### src/rtl/remote_button_event_detector_top_assert.svh
// Assertion macros shared by the detector RTL.
`ifndef REMOTE_BUTTON_EVENT_DETECTOR_TOP_ASSERT_SVH
`define REMOTE_BUTTON_EVENT_DETECTOR_TOP_ASSERT_SVH

// Checks a property on every rising clock edge outside reset.
`define RBED_ASSERT_ALWAYS(lbl, prop, msg) \
  lbl: assert property (@(posedge clk) disable iff (!rst_n) (prop)) else $error(msg);

// Checks that a condition in one cycle implies another in the next cycle.
`define RBED_ASSERT_NEXT(lbl, ante, cons, msg) \
  lbl: assert property (@(posedge clk) disable iff (!rst_n) (ante) |=> (cons)) else $error(msg);

// Checks that a condition implies another in the same cycle.
`define RBED_ASSERT_SAME(lbl, ante, cons, msg) \
  lbl: assert property (@(posedge clk) disable iff (!rst_n) (ante) |-> (cons)) else $error(msg);

`endif

### src/rtl/rbed_pkg.sv
`timescale 1ns / 1ps
package rbed_pkg;

  localparam int unsigned MAX_EV     = 3;
  localparam int unsigned FIFO_DEPTH = 8;
  localparam int unsigned FIFO_AW    = $clog2(FIFO_DEPTH);
  localparam int unsigned FIFO_CW    = $clog2(FIFO_DEPTH + 1);
  localparam int unsigned CAND_NUM   = 7;

  localparam logic [4:0] EV_PRESS      = 5'd0;
  localparam logic [4:0] EV_RELEASE    = 5'd1;
  localparam logic [4:0] EV_CHANGE     = 5'd2;
  localparam logic [4:0] EV_HOLD       = 5'd3;
  localparam logic [4:0] EV_CLICK_BASE = 5'd4;
  localparam logic [4:0] EV_CRAZY      = 5'd14;
  localparam logic [4:0] EV_LONG_BASE  = 5'd15;

  localparam logic [7:0] CLICK_LIMIT = 8'd10;
  localparam logic [7:0] CNT_MAX     = 8'd255;

  localparam logic [2:0] REG_CODE_ON   = 3'd0;
  localparam logic [2:0] REG_CODE_OFF  = 3'd1;
  localparam logic [2:0] REG_MODE      = 3'd2;
  localparam logic [2:0] REG_DEBOUNCE  = 3'd3;
  localparam logic [2:0] REG_NOISE     = 3'd4;
  localparam logic [2:0] REG_HOLD_TIME = 3'd5;
  localparam logic [2:0] REG_HOLD_REP  = 3'd6;
  localparam logic [2:0] REG_GAP       = 3'd7;

  typedef struct packed {
    logic [4:0] kind;
    logic       level;
    logic       last;
  } ev_entry_t;

endpackage

### src/rtl/remote_button_event_detector_top.sv
`timescale 1ns / 1ps
// Remote button event detector.
// The input stream carries one millisecond tick per transaction: in_tuser is the
// code-valid flag and in_tdata the received remote code. Every accepted tick
// advances the internal time, updates the raw, filtered and stable levels and the
// click and hold counters, and yields zero to three events.
// Each event leaves on the output stream as one transaction: out_tuser is the
// event kind, out_tdata bit 0 the stable level after the tick, and out_tlast marks
// the final event of a tick. Ticks that yield no event produce no transaction.
// A tick is processed in the cycle it is accepted, and its events are written into
// the event queue at that edge. One tick is accepted every cycle while the
// eight-entry event queue has room for three more events; the queue drains one
// event per cycle while out_tready is high, so a long run of multi-event ticks is
// paced by the output port. When the receiver stalls, events wait in the queue and
// in_tready falls once fewer than three entries are free.
// Reset clears the time, all levels, stamps, counters, the queue and all
// configuration registers. The user must write registers through the APB port only
// while no tick is in flight; the block itself does not enforce this.
module remote_button_event_detector_top (
  input  logic        clk,
  input  logic        rst_n,
  input  logic        in_tvalid,
  output logic        in_tready,
  input  logic [31:0] in_tdata,   // [31:0] rx_code
  input  logic        in_tuser,   // [0] code_valid
  output logic        out_tvalid,
  input  logic        out_tready,
  output logic [7:0]  out_tdata,  // [0] stable_level, [7:1] zero
  output logic [4:0]  out_tuser,  // [4:0] event_kind
  output logic        out_tlast,
  input  logic        cfg_psel,
  input  logic        cfg_penable,
  input  logic        cfg_pwrite,
  input  logic [4:0]  cfg_paddr,
  input  logic [31:0] cfg_pwdata,
  output logic [31:0] cfg_prdata,
  output logic        cfg_pready
);
  import rbed_pkg::*;

  `include "remote_button_event_detector_top_assert.svh"

  logic [31:0] code_on_r, code_off_r;
  logic [1:0]  mode_r;
  logic [15:0] deb_dly_r, nf_dly_r, hold_time_r, hold_rep_r, gap_r;

  logic [31:0] tick_r, mono_st_r, deb_st_r, filt_st_r, chg_st_r;
  logic        raw_r, stable_r, cand_r;
  logic [7:0]  clicks_r, holds_r;

  logic [31:0] mono_st_nxt, deb_st_nxt, filt_st_nxt, chg_st_nxt;
  logic        raw_nxt, stable_nxt, cand_nxt;
  logic [7:0]  clicks_nxt, holds_nxt;

  ev_entry_t            fifo_mem [FIFO_DEPTH];
  logic [FIFO_AW-1:0]   wr_ptr_r, rd_ptr_r;
  logic [FIFO_CW-1:0]   cnt_r, cnt_nxt;

  logic        acc, pop, cfg_wr;
  logic        mono, bist;
  logic [31:0] now, delta;
  logic        match_on, match_off;
  logic        deb_open;
  logic        edge_up, edge_dn;
  logic [24:0] hold_limit;
  logic [23:0] hold_prod;

  logic [CAND_NUM-1:0] cand_v;
  logic [4:0]          cand_k [CAND_NUM];
  logic [4:0]          ev_kind [MAX_EV];
  logic [1:0]          ev_cnt;

  assign acc    = in_tvalid && in_tready;
  assign pop    = out_tvalid && out_tready;
  assign cfg_wr = cfg_psel && cfg_penable && cfg_pwrite && cfg_pready;
  assign mono   = mode_r[0];
  assign bist   = mode_r[1];
  assign now    = tick_r + 32'd1;
  assign delta  = now - chg_st_r;

  assign match_on  = in_tuser && (in_tdata == code_on_r);
  assign match_off = in_tuser && !match_on && (in_tdata == code_off_r);

  assign hold_prod  = 24'(holds_r) * 24'(hold_rep_r);
  assign hold_limit = {9'd0, hold_time_r} + {1'b0, hold_prod};

  always_comb begin
    mono_st_nxt = mono_st_r;
    raw_nxt     = raw_r;
    if (match_on) begin
      raw_nxt = 1'b1;
    end else if (match_off) begin
      raw_nxt = 1'b0;
    end
    if (mono && (match_on || match_off)) begin
      mono_st_nxt = now;
    end
    // A fresh match restarts the stamp at now, so the fallback cannot fire then.
    if (mono && !(match_on || match_off) && ((now - mono_st_r) > {16'd0, deb_dly_r})) begin
      raw_nxt = (code_on_r == 32'd0);
    end

    deb_open    = (deb_dly_r == 16'd0) || ((now - deb_st_r) > {16'd0, deb_dly_r});
    cand_nxt    = cand_r;
    filt_st_nxt = filt_st_r;
    deb_st_nxt  = deb_st_r;
    stable_nxt  = stable_r;
    edge_up     = 1'b0;
    edge_dn     = 1'b0;
    if (deb_open) begin
      if (raw_nxt != stable_r) begin
        if ((nf_dly_r != 16'd0) && (raw_nxt != cand_r)) begin
          cand_nxt    = raw_nxt;
          filt_st_nxt = now;
        end else if ((now - filt_st_r) > {16'd0, nf_dly_r}) begin
          deb_st_nxt = now;
          stable_nxt = raw_nxt;
          edge_up    = raw_nxt;
          edge_dn    = !raw_nxt;
        end
      end else begin
        cand_nxt = stable_r;
      end
    end
  end

  always_comb begin
    cand_v     = '0;
    cand_k[0]  = match_on ? EV_PRESS : EV_RELEASE;
    cand_k[1]  = edge_up ? EV_PRESS : EV_RELEASE;
    cand_k[2]  = EV_CHANGE;
    cand_k[3]  = EV_HOLD;
    cand_k[4]  = clicks_r[4:0] + (EV_CLICK_BASE - 5'd1);
    cand_k[5]  = EV_CRAZY;
    cand_k[6]  = clicks_r[4:0] + (EV_LONG_BASE - 5'd1);
    chg_st_nxt = chg_st_r;
    clicks_nxt = clicks_r;
    holds_nxt  = holds_r;

    cand_v[0] = !mono && (match_on || match_off);
    if (edge_up || edge_dn) begin
      cand_v[1]  = 1'b1;
      cand_v[2]  = 1'b1;
      chg_st_nxt = now;
      if ((edge_up || bist) && (clicks_r != CNT_MAX)) begin
        clicks_nxt = clicks_r + 8'd1;
      end
    end else if (!bist && stable_nxt) begin
      if ((clicks_r <= 8'd1) && (hold_time_r != 16'd0) &&
          (delta > {7'd0, hold_limit}) &&
          ((hold_rep_r != 16'd0) || (holds_r == 8'd0))) begin
        cand_v[3] = 1'b1;
        if (holds_r != CNT_MAX) begin
          holds_nxt = holds_r + 8'd1;
        end
      end
    end else begin
      if (gap_r == 16'd0) begin
        holds_nxt  = 8'd0;
        clicks_nxt = 8'd0;
      end else if (delta > {16'd0, gap_r}) begin
        if (holds_r == 8'd0) begin
          cand_v[4] = (clicks_r >= 8'd1) && (clicks_r <= CLICK_LIMIT);
          cand_v[5] = (clicks_r >= CLICK_LIMIT);
        end else begin
          cand_v[6] = (clicks_r >= 8'd1) && (clicks_r <= CLICK_LIMIT + 8'd1);
        end
        holds_nxt  = 8'd0;
        clicks_nxt = 8'd0;
      end
    end
  end

  always_comb begin
    ev_cnt = 2'd0;
    for (int j = 0; j < MAX_EV; j++) begin
      ev_kind[j] = EV_PRESS;
    end
    for (int j = 0; j < CAND_NUM; j++) begin
      if (cand_v[j] && (ev_cnt != 2'd3)) begin
        ev_kind[ev_cnt] = cand_k[j];
        ev_cnt          = ev_cnt + 2'd1;
      end
    end
  end

  always_ff @(posedge clk) begin
    if (!rst_n) begin
      tick_r    <= '0;
      raw_r     <= 1'b0;
      stable_r  <= 1'b0;
      cand_r    <= 1'b0;
      mono_st_r <= '0;
      deb_st_r  <= '0;
      filt_st_r <= '0;
      chg_st_r  <= '0;
      clicks_r  <= '0;
      holds_r   <= '0;
    end else if (acc) begin
      tick_r    <= now;
      raw_r     <= raw_nxt;
      stable_r  <= stable_nxt;
      cand_r    <= cand_nxt;
      mono_st_r <= mono_st_nxt;
      deb_st_r  <= deb_st_nxt;
      filt_st_r <= filt_st_nxt;
      chg_st_r  <= chg_st_nxt;
      clicks_r  <= clicks_nxt;
      holds_r   <= holds_nxt;
    end
  end

  assign in_tready = (cnt_r <= FIFO_CW'(FIFO_DEPTH - MAX_EV));
  assign cnt_nxt   = cnt_r + (acc ? FIFO_CW'(ev_cnt) : '0) - (pop ? FIFO_CW'(1) : '0);

  always_ff @(posedge clk) begin
    if (!rst_n) begin
      wr_ptr_r <= '0;
      rd_ptr_r <= '0;
      cnt_r    <= '0;
    end else begin
      cnt_r <= cnt_nxt;
      if (acc) begin
        wr_ptr_r <= wr_ptr_r + FIFO_AW'(ev_cnt);
      end
      if (pop) begin
        rd_ptr_r <= rd_ptr_r + FIFO_AW'(1);
      end
    end
  end

  always_ff @(posedge clk) begin
    if (acc) begin
      for (int i = 0; i < MAX_EV; i++) begin
        if (2'(i) < ev_cnt) begin
          fifo_mem[wr_ptr_r + FIFO_AW'(i)] <= '{kind:  ev_kind[i],
                                                 level: stable_nxt,
                                                 last:  (2'(i) == ev_cnt - 2'd1)};
        end
      end
    end
  end

  assign out_tvalid = (cnt_r != '0);
  assign out_tuser  = fifo_mem[rd_ptr_r].kind;
  assign out_tdata  = {7'd0, fifo_mem[rd_ptr_r].level};
  assign out_tlast  = fifo_mem[rd_ptr_r].last;

  always_ff @(posedge clk) begin
    if (!rst_n) begin
      code_on_r   <= '0;
      code_off_r  <= '0;
      mode_r      <= '0;
      deb_dly_r   <= '0;
      nf_dly_r    <= '0;
      hold_time_r <= '0;
      hold_rep_r  <= '0;
      gap_r       <= '0;
    end else if (cfg_wr) begin
      case (cfg_paddr[4:2])
        REG_CODE_ON:   code_on_r   <= cfg_pwdata;
        REG_CODE_OFF:  code_off_r  <= cfg_pwdata;
        REG_MODE:      mode_r      <= cfg_pwdata[1:0];
        REG_DEBOUNCE:  deb_dly_r   <= cfg_pwdata[15:0];
        REG_NOISE:     nf_dly_r    <= cfg_pwdata[15:0];
        REG_HOLD_TIME: hold_time_r <= cfg_pwdata[15:0];
        REG_HOLD_REP:  hold_rep_r  <= cfg_pwdata[15:0];
        REG_GAP:       gap_r       <= cfg_pwdata[15:0];
        default:       ;
      endcase
    end
  end

  always_comb begin
    case (cfg_paddr[4:2])
      REG_CODE_ON:   cfg_prdata = code_on_r;
      REG_CODE_OFF:  cfg_prdata = code_off_r;
      REG_MODE:      cfg_prdata = {30'd0, mode_r};
      REG_DEBOUNCE:  cfg_prdata = {16'd0, deb_dly_r};
      REG_NOISE:     cfg_prdata = {16'd0, nf_dly_r};
      REG_HOLD_TIME: cfg_prdata = {16'd0, hold_time_r};
      REG_HOLD_REP:  cfg_prdata = {16'd0, hold_rep_r};
      REG_GAP:       cfg_prdata = {16'd0, gap_r};
      default:       cfg_prdata = '0;
    endcase
  end

  assign cfg_pready = 1'b1;

  `RBED_ASSERT_ALWAYS(a_cnt_bound, cnt_r <= FIFO_CW'(FIFO_DEPTH), "event queue overflow")
  `RBED_ASSERT_NEXT(a_ev_visible, acc && (ev_cnt != 2'd0), out_tvalid, "event not queued")
  `RBED_ASSERT_NEXT(a_level_hold, !acc, $stable(stable_r), "level moved without a tick")
  `RBED_ASSERT_NEXT(a_tick_step, acc, tick_r == $past(tick_r) + 32'd1, "time not advanced")
  `RBED_ASSERT_SAME(a_tail_last, out_tvalid && (cnt_r == FIFO_CW'(1)), out_tlast,
                    "queue tail is not the last event of its tick")

endmodule

### config.mk
export PLATFORM = sky130hd
export DESIGN_NAME = remote_button_event_detector_top
export DESIGN_NICKNAME = d
export VERILOG_FILES = /design/src/rtl/rbed_pkg.sv /design/src/rtl/remote_button_event_detector_top.sv
export VERILOG_INCLUDE_DIRS = /design/src /design/src/rtl
export SDC_FILE = /design/constraint.sdc
export NUM_CORES = 2
export LEC_CHECK = 0
export CAP_MARGIN = 15
export CORE_MARGIN = 1.5
export CORE_UTILIZATION = 40
export CTS_CLUSTER_SIZE = 16
export DETAILED_ROUTE_END_ITERATION = 8
export DONT_BUFFER_PORTS = 1
export PLACE_DENSITY = 0.59
export SYNTH_ARGS = -nofsm -noshare
export SYNTH_HDL_FRONTEND = slang
export SYNTH_SLANG_ARGS = --single-unit
### constraint.sdc
create_clock -name clk -period 18.25 [get_ports clk]
set_input_delay 1.825 -clock clk [delete_from_list [all_inputs] [get_ports clk]]
set_output_delay 1.825 -clock clk [all_outputs]
set_load 0.005 [all_outputs]
# Word level (Yosys, flattened, before mapping)
# Memory sizes are Yosys's and may differ from the RTL's. A register that Yosys moved wholly into a read port is not among the register bits.
# Cells that the tools add are included.
# totals
reg_bits	335
ram_bits	56
inputBits	77
output_inout_bits	49
memories	1
# memory_table
memory	words	word_bits	rd	rd_clocked_by_memory_dff	write_ports	line	source
fifo_mem	8	7	1	1	3	remote_button_event_detector_top.sv:55	ev_entry_t fifo_mem [FIFO_DEPTH];
# op_classes
n_addsub	23
n_mul	1
order_cmp	26
eq_ne	26
muxes	79
n_bitwise	17
n_reduce_logical	68
# ops
operator	n
32-bit one-hot mux with 8 select lines	1
32-bit by 16-bit > comparator with 1-bit output	4
32-bit subtractor	4
15-bit two-way mux	6
32-bit == test	2
8-bit two-way mux	8
5-bit demux with 2-bit select	6
16-bit nonzero test	3
15-bit bitwise mux	3
1-bit two-way mux	34
32-bit by 1-bit adder with 32-bit output, second input constant	1
32-bit by 25-bit > comparator with 1-bit output	1
16-bit logical NOT	2
32-bit logical NOT	1
1-bit logical AND	31
5-bit two-way mux	6
16-bit by 24-bit adder with 25-bit output	1
8-bit by 16-bit multiplier with 24-bit output	1
2-bit AND reduction	10
3-bit greater-or-equal comparator, second input constant	6
3-bit by 1-bit < comparator with 1-bit output, second input constant	6
2-bit two-way mux	9
2-bit inverter with 3-bit output	6
8-bit by 1-bit adder with 8-bit output, second input constant	2
47 further kinds	86

# Logic depth before layout (Yosys ltp)
# depth
ltp_word	38
depth_mapped	60
ltp_nobuf	59

# Least setup slack after synthesis
# No wires, ideal clock.
# synth_timing
kind	register to register
start	reg tick_r[0]
end	reg cnt_r[3]
t_arrival_ns	11.966
required_ns	18.122
setup_slack_ns	6.156
stages_incl_launch_ff	60
synth_period_minus_slack_ns	12.094
path_cell_list	dfxtp_1 ha_1 nand3_1 nor2_1 and3_1 and3_1 and3_1 xor2_1 ha_1 clkbuf_1 nand2_1 a211oi_1 o21ai_0 nand2b_1 a21oi_1 xnor2_1 ha_1 nand4_1 [24 not listed] o211ai_1 o41a_1 nand2_1 inv_1 ha_1 a21oi_1 nand3_1 nor3_2 a21oi_1 buf_2 or3_1 ha_1 inv_1 ha_1 a21o_1 a21oi_1 xnor2_1 nor2_1
# synth_between
elab_chain_cells	32
# synth_rtl
element	line	source
start, declared	remote_button_event_detector_top.sv:47	logic [31:0] tick_r, mono_st_r, deb_st_r, filt_st_r, chg_st_r;
start signal, assigned	remote_button_event_detector_top.sv:200	tick_r <= now;
32-bit by 1-bit adder with 32-bit output *	remote_button_event_detector_top.sv:78	assign now = tick_r + 32'd1;
net now[12]	remote_button_event_detector_top.sv:61	logic [31:0] now, delta;
32-bit subtractor *	remote_button_event_detector_top.sv:99	if (mono && !(match_on || match_off) && ((now - mono_st_r) > {16'd0, deb_dly_r})) begin
32-bit by 16-bit > comparator with 1-bit output *	remote_button_event_detector_top.sv:99	
1-bit logical AND *	remote_button_event_detector_top.sv:99	
1-bit two-way mux *	remote_button_event_detector_top.sv:99	
net raw_nxt	remote_button_event_detector_top.sv:52	logic raw_nxt, stable_nxt, cand_nxt;
branches (longest 23 deep; another with 2-bit by 1-bit adder with 2-bit output)	--	
2-bit two-way mux *	remote_button_event_detector_top.sv:180	if (cand_v[j] && (ev_cnt != 2'd3)) begin
2-bit two-way mux *	remote_button_event_detector_top.sv:214	assign cnt_nxt = cnt_r + (acc ? FIFO_CW'(ev_cnt) : '0) - (pop ? FIFO_CW'(1) : '0);
4-bit by 2-bit adder with 4-bit output *	remote_button_event_detector_top.sv:214	
4-bit by 1-bit subtractor with 4-bit output *	remote_button_event_detector_top.sv:214	
end signal, assigned	remote_button_event_detector_top.sv:222	cnt_r <= cnt_nxt;
end, declared	remote_button_event_detector_top.sv:57	logic [FIFO_CW-1:0] cnt_r, cnt_nxt;
# Mark *: on every way through the listed nets, which the timed path passes.
# A chain may end at the register's enable or synchronous reset.

==> results.py <==
metrics = {
    "detailed_routing": {
        "postRouteAntennaNets": 0,
        "wl_per_cell_um": 19.42,
        "drtIter0Drc": 2244,
        "drc": 0,
        "wirelength_um": 104100,
        "first_pass_iters": 5,
        "vias": 30170,
        "vias_per_cell": 5.632,
    },
    "yosys": {
        "synth_area_leaders": "dfxtp_1 20%, ha_1 11%, nand2_1 6.5%",
        "syn_area_per_cell_sq_um": 7.951,
        "synthCells": 4283,
        "netlist_area_sq_um": 34050,
        "seq_area_frac_synth": 0.2481,
        "async_flop_share": 0,
        "ys_ff_latch": 394,
        "synth-edff-count": 56,
        "yosysWarnings": 0,
        "yosysTopAreaCell": "dfxtp_1",
        "synth_top_area_share": 0.1987,
        "ys.flop_type": "dfxtp_1",
        "yosysUniqueCellTypes": 98,
    },
    "pwr": {
        "power.density_nw_per_um2": 109.2,
        "p_sw_uw": 1664,
        "power_frac_seq": 0.245,
        "ir_worst_vdd_v": 0.00008136,
        "power_frac_clock": 0.247,
        "p_leak_uw": 0.01516,
        "p_int_uw": 2346,
        "p_sw_frac": 0.4149,
        "combPwrFrac": 0.509,
    },
    "place": {
        "io_buffer_count": 0,
        "dpl_worst_slack_ns": 3.733,
        "dpl.cell_count": 5271,
        "dpl.hpwl_um": 79480,
        "gp_congestion": 0.9466,
    },
    "job": {
        "max-cap-violations": 0,
    },
    "hold_path": {
        "hp-class": "flip-flop to flip-flop",
        "min_from": "chg_st_r[0]",
        "min_to": "chg_st_r[0]",
        "min_path_cells": 2,
    },
    "cells_and_area": {
        "regArea_sq_um": 8448,
        "fill_cells": 8435,
        "final_cells": 5358,
        "layout_commonest_cell": "nand2_1",
        "multi_input_area_sq_um": 23340,
        "nets": 4666,
        "drive_above_1_share": 0.05258,
        "area.growth.synth_to_final_pct": 7.830,
        "mostFrequentLayoutCells": "586 x nand2_1, 393 x inv_1, 366 x a21oi_1, 338 x dfxtp_1, 312 x nor2_1",
        "final_core_util": 0.4374,
    },
    "critical_path": {
        "rrSetupSlack_ns": 3.51,
        "rr_worst_depth": 51,
        "path_class": "flip-flop to flip-flop",
        "required_ns": 18.67,
        "cp_common_cell": "ha_1",
        "slowest_delay_ns": 0.76,
        "cp_slowest_cell": "a21oi_1",
        "cp_max_fo": 31,
        "r2r-start": "tick_r[0]",
        "cp-end-kind": "flip-flop",
        "worstSetupStartpointType": "flip-flop",
        "rr_endpoint": "fifo_mem[4][0]",
        "arrival_ns": 15.16,
    },
    "cts": {
        "cts_tree": "built",
        "htreeDepth": 2,
        "cts.path.max_buffers": 3,
        "cts_made_buffers": 46,
        "cts-hold-fix-buffers": 0,
        "cts-root-buf": "clkbuf_16",
        "cts_setup_buffers": 0,
        "clk_latency_ns": 0.62,
        "post_cts_resized": 0,
        "clkSlewWorstSetupHoldPaths_ns": 0.07,
        "numClockSinks": 394,
    },
    "global_route": {
        "grt_use_total": 0.2377,
        "grt_overflow": 0,
        "grt_first_pass_wirelength_um": 163900,
        "grt_pass1_vias": 28790,
        "grt_antenna_before_repair": 1,
        "grt_start_max_net_pins": 110,
    },
    "sta": {
        "min_period_over_period": 0.8075,
        "slew_violations": 0,
        "setup_slack_ns": 3.512,
        "finalHoldViolCount": 0,
        "clock_skew_ns": 0.04029,
        "fin_crit_ns": 14.74,
        "max_freq_mhz": 67.85,
        "worst_slew_pin_slew_ns": 1.143,
        "rsz0062_at_grt": "false",
        "setup_violations": 0,
        "fin_tns_setup_ns": 0,
        "maxSlewHeadroom": 0.2323,
    },
    "floorplanning": {
        "die-area_sq_um": 86900,
        "initial_utilization": 0.4056,
        "die_w_um": 294.8,
        "pin_count": 126,
        "die_height_um": 294.8,
        "rows": 106,
        "coreArea_sq_um": 83950,
    },
    "run_status": {
        "status": "finished clean",
    },
}
==> worst max path at each step <==
stage	start	to	slack [ns]	depth (start not counted)
detailed placement	tick_r[0]	wr_ptr_r[1]	3.73	51
finish	tick_r[0]	fifo_mem[4][0]	3.51	51
CTS	tick_r[0]	fifo_mem[6][3]	3.66	50
floorplan	tick_r[0]	cnt_r[3]	6.16	59
global route	tick_r[0]	wr_ptr_r[1]	2.40	51
global placement	tick_r[0]	fifo_mem[4][0]	3.93	51
==> layout make-up <==
type,count,share of cell area
Multi-Input combinational cell,3292,0.6357
Sequential cell,394,0.2301
Inverter,398,0.04092
Tap cell,1134,0.03864
Clock buffer,58,0.03394
Timing Repair Buffer,53,0.01084
Clock inverter,27,0.009745
Antenna cell,2,0.0001363
==> metal layers <==
layer	GRT usage	part of all wire	vias to the layer above
li1	-	-	14760
met1	0.3337	0.46	14350
met2	0.3824	0.45	884
met3	0.02911	0.061	175
met4	0.06437	0.027	0
met5	0	0	-
==> worst max-delay path, delay by kind of cell (launching register included) <==
kind,cells,cell delay [ns]
fa+ha+maj,7,2.17
flops,1,0.60
xor+xnor,2,0.27
compound gates,14,3.95
mux,2,0.47
simple gates,19,5.97
buf+inv,7,1.05
==> state kept, by name (all words and copies together), names as in the netlist, named ones only <==
register / flops
cand_r: 1
chg_st_r: 32
clicks_r: 8
cnt_r: 4
code_off_r: 32
code_on_r: 32
deb_dly_r: 16
deb_st_r: 32
fifo_mem: 56
filt_st_r: 32
gap_r: 16
hold_rep_r: 16
hold_time_r: 16
holds_r: 8
mode_r: 2
mono_st_r: 32
nf_dly_r: 16
raw_r: 1
rd_ptr_r: 3
stable_r: 1
tick_r: 32
wr_ptr_r: 3
==> synthesized netlist by cell type, types with 67 or more instances <==
master	n
xnor2_1	104
nand2_1	587
o21ai_0	141
xor2_1	130
nand3_1	83
nor2_1	314
a21oi_1	366
dfxtp_1	338
clkbuf_1	172
a21boi_0	67
inv_1	393
mux2i_1	104
and2_1	105
ha_1	298
fa_1	106
==> through the flow <==
stage	area, sq um	power, uW	hold slack, ns
5_1_grt	36720	4333	0.4821
6_report	36720	4010	0.4605
4_1_cts	36720	4029	0.4624
2_1_floorplan	34080	2504	0.4400
3_5_place_dp	35110	3023	0.4544
3_3_place_gp	35110	2994	0.4486
==> cells by family (layout without fill, tap and decap cells) <==
kind of cell / after synthesis / in the layout / synth area share
compound gates: 1015 / 1015 / 0.1926
xor+xnor: 237 / 237 / 0.06220
fa+ha+maj: 404 / 404 / 0.1718
buf+inv: 603 / 536 / 0.06805
flops: 394 / 394 / 0.2481
mux: 154 / 154 / 0.05317
other cells: 2 / 10 / 0.0002205
simple gates: 1474 / 1474 / 0.2038
==> power groups by stage <==
stage               logic (uW)  registers [uW]  clock network (uW)
finish                    2040             982                 989
global route              2300             988                1040
CTS                       2040             982                1010
detailed placement        2020            1000                   0
global placement          1990            1000                   0
floorplan                 1530             979                   0
Power figures use the tool's default switching activity.
